--- src/hw/rtl/segi_pkg.sv ---
// Shared widths, codes and payload types of the segment intersection block.
package segi_pkg;

  localparam int CB    = 32;              // coordinate bits (COORD_BITS)
  localparam int IW    = 32;              // port field width
  localparam int DW    = CB + 1;          // coordinate difference
  localparam int PW    = 2 * DW;          // product of two differences
  localparam int SW    = PW + 1;          // sum of two products
  localparam int AW    = 2 * CB + 1;      // magnitude of the denominator
  localparam int TL    = CB + 1;          // low slice of the numerator magnitude
  localparam int TH    = AW - TL;         // high slice
  localparam int QB    = CB + 1;          // quotient bits, one per cell
  localparam int NW    = AW + CB + 2;     // scaled dividend
  localparam int DDW   = AW + 1;          // divisor (twice the denominator)
  localparam int RW    = DDW + 1;         // trial remainder
  localparam int IN_W  = 8 * IW;
  localparam int OUT_RAW = 2 + 4 * IW;
  localparam int OUT_W = ((OUT_RAW + 7) / 8) * 8;

  localparam logic [1:0] HIT_NONE = 2'd0;
  localparam logic [1:0] HIT_ONE  = 2'd1;
  localparam logic [1:0] HIT_TWO  = 2'd2;

  typedef logic signed [CB-1:0] coord_t;

  typedef struct packed {
    logic [1:0] cnt;
    logic       use_div;
    logic       neg_x;
    logic       neg_y;
    coord_t     fx;
    coord_t     fy;
    coord_t     sx;
    coord_t     sy;
  } side_t;

  typedef struct packed {
    logic [DDW-1:0] rem_x;
    logic [DDW-1:0] rem_y;
    logic [QB-1:0]  nq_x;
    logic [QB-1:0]  nq_y;
    logic [DDW-1:0] den;
    side_t          side;
  } cell_t;

endpackage

--- src/hw/rtl/segi_div_cell.sv ---
// One restoring-division cell: one quotient bit for the x and y offsets.
module segi_div_cell (
  input  logic            clk,
  input  logic            rst_n,
  input  logic            en,
  input  logic            in_valid,
  input  segi_pkg::cell_t in_cell,
  output logic            out_valid,
  output segi_pkg::cell_t out_cell
);

  logic                      valid_r;
  segi_pkg::cell_t           cell_r;
  segi_pkg::cell_t           cell_nxt;
  logic [segi_pkg::RW-1:0]   dd;
  logic [segi_pkg::RW-1:0]   tx;
  logic [segi_pkg::RW-1:0]   ty;
  logic [segi_pkg::RW-1:0]   dx;
  logic [segi_pkg::RW-1:0]   dy;
  logic                      gex;
  logic                      gey;

  always_comb begin
    dd  = {1'b0, in_cell.den};
    tx  = {in_cell.rem_x, in_cell.nq_x[segi_pkg::QB-1]};
    ty  = {in_cell.rem_y, in_cell.nq_y[segi_pkg::QB-1]};
    dx  = tx - dd;
    dy  = ty - dd;
    gex = (tx >= dd);
    gey = (ty >= dd);
    cell_nxt       = in_cell;
    cell_nxt.rem_x = gex ? dx[segi_pkg::DDW-1:0] : tx[segi_pkg::DDW-1:0];
    cell_nxt.rem_y = gey ? dy[segi_pkg::DDW-1:0] : ty[segi_pkg::DDW-1:0];
    cell_nxt.nq_x  = {in_cell.nq_x[segi_pkg::QB-2:0], gex};
    cell_nxt.nq_y  = {in_cell.nq_y[segi_pkg::QB-2:0], gey};
  end

  always_ff @(posedge clk) begin
    if (!rst_n) begin
      valid_r <= 1'b0;
    end else if (en) begin
      valid_r <= in_valid;
    end
  end

  always_ff @(posedge clk) begin
    if (en) begin
      cell_r <= cell_nxt;
    end
  end

  assign out_valid = valid_r;
  assign out_cell  = cell_r;

endmodule

--- config.mk ---
export PLATFORM = sky130hd
export DESIGN_NAME = segi_div_cell
export DESIGN_NICKNAME = d
export VERILOG_FILES = /design/src/hw/rtl/segi_pkg.sv /design/src/hw/rtl/segi_div_cell.sv
export SDC_FILE = /design/constraint.sdc
export NUM_CORES = 1
export LEC_CHECK = 0
export BUFFER_PORTS_ARGS = -buffer_cell sky130_fd_sc_hd__buf_2
export CORE_AREA = 2 2 311 313
export CTS_CLUSTER_DIAMETER = 80
export CTS_CLUSTER_SIZE = 8
export DETAILED_ROUTE_END_ITERATION = 10
export DIE_AREA = 0 0 313 315
export PLACE_DENSITY_LB_ADDON = 0.1
export SYNTH_ARGS = -nofsm -noshare
export SYNTH_HDL_FRONTEND = slang
export SYNTH_SLANG_ARGS = --single-unit
--- constraint.sdc ---
create_clock -name clk -period 4.1 [get_ports clk]
set_clock_uncertainty 0.05 [all_clocks]
set_input_delay 0.205 -clock clk [delete_from_list [all_inputs] [get_ports clk]]
set_output_delay 0.205 -clock clk [all_outputs]
set_load 0.01 [all_outputs]
==> flow_summary_export.csv <==
group,metric,value,unit
drt,first_iter_violations,1254,
clocking,numCtsBuffers,60,
synth,synth-compound-area-share,15.3,%
synth,synth_flop_cell,"edfxtp_1",
place,port_buffers,798,
hold_path,hold_path_startpoint,"in_cell[296]",
global_routing,grt_pass1_vias,20900,
synth,synth_area_leaders,"edfxtp_1, ha_1, a21oi_1",
synth,synth_top_cell_area_share,55.0,%
synth,synth_top_cell_by_area,"edfxtp_1",
place,globalplace.congestion,0.884,
global_routing,grt_pass1_wl,141,mm
final_layout,most-common-layout-cells,"buf_2, dlygate4sd3_1, edfxtp_1, a21oi_1, nand2_1",
clocking,cts_tree,"yes",
critical_path,path_class,"in -> reg",
critical_path,r2r_setup_slack,2.89,ns
drt,dr.pass1.iters,6,
floorplan,num_io_pins,799,
clocking,cts_root_buf,"clkbuf_16",
synth,synth_mux_area_share,3.82,%
critical_path,path_max_fanout,9,
sta,tightest_slew,0.960,ns
critical_path,reg2regPathDepth,3,
global_routing,antenna_found_initial,21,
critical_path,rr_endpoint,"out_valid",
sta,period_share,99.6,%
power,ir_drop,0.318,mV
synth,synthSimpleGateAreaFrac,9.49,%
sta,rsz0062_at_grt,"true",
drt,avgRoutedWirePerCell,22.1,um
final_layout,drive_gt1_share,33.3,%
sta,finalHoldViolCount,0,
clocking,clk_latency,0.66,ns
global_routing,grt_max_degree,106,
final_layout,nFillCells,9808,
synth,synth_edf_count,397,
synth,syn-cell-area,0.0217,sq mm
drt,drc,0,
power,powerDensity,390,mW/mm^2
synth,ys_seq_area_share,55.1,%
sta,slew_violations,0,
critical_path,crit_path_end_kind,"register",
critical_path,arrival,4.41,ns
clocking,htree_levels,2,
drt,via_per_inst,4.49,
sta,fmax,245,MHz
clocking,cts.sink_count,398,
floorplan,fp.dieW,313,um
sta,setup-tns-final,0,ns
hold_path,min_path_type,"in -> reg",
outcome,outcome,"finished, final reports clean",
critical_path,cp-start-kind,"primary input",
synth,syn_nets,2437,
hold_path,whs_path_depth,3,
floorplan,start_util,22.6,%
floorplan,row_count,114,
final_layout,layout_commonest_cell,"buf_2",
synth,synth_top_family_by_area,"compound AO/OA/AOI/OAI gates",
global_routing,gr-total-overflow,0,
synth,yosysUniqueCellTypes,73,
clocking,clockBufferDepth,3,
final_layout,area_growth,56.4,%
critical_path,cp_data_required_time,4.43,ns
sta,relSlewSlack,36.0,%
synth,synthAdderAreaFrac,7.81,%
synth,ys_warn_count,0,
flow_run,drv_cap,0,
hold_path,hold_end,"out_cell[297]",
synth,synthXorXnorAreaFrac,4.97,%
drt,wl,100,mm
critical_path,regToRegStartpoint,"out_valid",
floorplan,coreArea,0.0957,sq mm
synth,syn_avg_cell_area,11.4,sq um
floorplan,die-area,0.0986,sq mm
global_routing,grt_use_total,19.2,%
synth,syn_inst,1902,
place,hpwl,81.2,mm
floorplan,die_h,315,um
final_layout,final_nets,3752,
sta,setup_viol,0,
clocking,cts.clk_slew.worst_paths,0.05,ns
sta,final.min_clock_period,4.08,ns
synth,async_flop_share,0,%
power,fin_total_pwr,13.2,mW
power,p_leak,14.4,nW
drt,ant_nets,0,
drt,vias,20300,
synth,ys_ff_latch,398,
sta,holdWs,0.0714,ns
-- how the worst max path moves through the flow --
| stage | start | end | cells after the start |
|---|---|---|---|
| floorplan | in_cell[169] | out_cell[389] | 14 |
| global placement | in_cell[136] | out_cell[353] | 19 |
| detailed placement | in_cell[136] | out_cell[343] | 19 |
| CTS | in_cell[159] | out_cell[340] | 18 |
| global route | in_cell[157] | out_cell[336] | 18 |
| finish | in_cell[170] | out_cell[348] | 16 |
-- critical path: stages --
cell	delay (ns)
dlygate4sd3_1	0.57
buf_2	0.18
inv_1	0.11
ha_1	0.31
nand4_1	0.18
or4b_4	0.61
nor3_4	0.16
a21oi_4	0.09
buf_4	0.15
o31a_1	0.31
o21ai_4	0.21
a41oi_4	0.16
o31ai_4	0.36
buf_6	0.23
clkbuf_16	0.19
mux2_2	0.33
-- state kept, by name (all words and copies together), names as in the netlist --
| signal | cells |
|---|---|
| out_cell | 397 |
| out_valid | 1 |
-- cells by family (layout without fill, tap and decap cells) --
family                     count (synthesis)  count (layout)
buffers and inverters                    191            1521
and+or+nand+nor                          435             435
AOI/OAI and AO/OA                        547             547
adders and majority gates                134             134
xor gates and xnor gates                 123             123
other                                      0              10
muxes                                     74              74
DFF                                      398             398
-- power by group --
part / total [mW] / internal, mW / switching (mW)
Combinational: 3.45 / 1.51 / 1.94
Clock: 4.59 / 2.69 / 1.90
Sequential: 5.17 / 5.02 / 0.141
-- cell type report --
type	count	area (sq um)	area share, %
antenna	10	25.0	0.0738
clock buffer	65	1540	4.55
clock inverter	12	144	0.425
inverter	114	428	1.26
multi-input combinational	1313	9050	26.7
sequential	398	11900	35.2
tap	1276	1600	4.71
timing repair buffer	1330	9160	27.0
-- stage by stage --
step,std cells,worst slack [ns],util (%),instance area [sq um]
global route,4515,-0.0971,35.4,33900
floorplan,1902,0.547,-,21700
global placement,4028,-0.390,29.3,28000
CTS,4502,0.00397,35.2,33700
detailed placement,4028,-0.399,29.3,28000
finish,4518,0.0168,35.4,33900
-- layer usage --
layer / routed length [um] / GRT usage (%) / vias to the layer above / part of all wire, %
met5: 112 / 0 / - / 0.11
met4: 2550 / 5.43 / 16 / 2.5
met3: 4910 / 3.30 / 125 / 4.9
met2: 52500 / 35.9 / 618 / 52
met1: 40000 / 22.5 / 9807 / 40
li1: - / - / 9721 / -
-- repair_timing --
item | 4_1_cts | 5_1_grt
hold buffers | 397 | 0
endpoints found under the hold margin | 395 | 0
setup endpoints to repair | 0 | 80
setup buffers | 0 | 4
resized for setup | 0 | 26
-- cell usage after synthesis (8+ instances only) --
library cell and instances:
edfxtp_1 397, a21oi_1 189, nand2_1 176, o21ai_0 156, ha_1 132, inv_1 114, nor2_1 85, xnor2_1 73
clkbuf_1 60, nand4_1 58, xor2_1 50, a21o_1 48, mux2_2 43, o21bai_1 37, mux2_1 27, nor3_1 23
nand3_1 19, a211oi_1 14, a31oi_1 14, nor2b_1 14, o21a_1 14, o211ai_1 12, buf_2 11, or3_1 9
a21boi_0 8, nand2b_1 8, o31ai_1 8
Power figures use the tool's default switching activity.
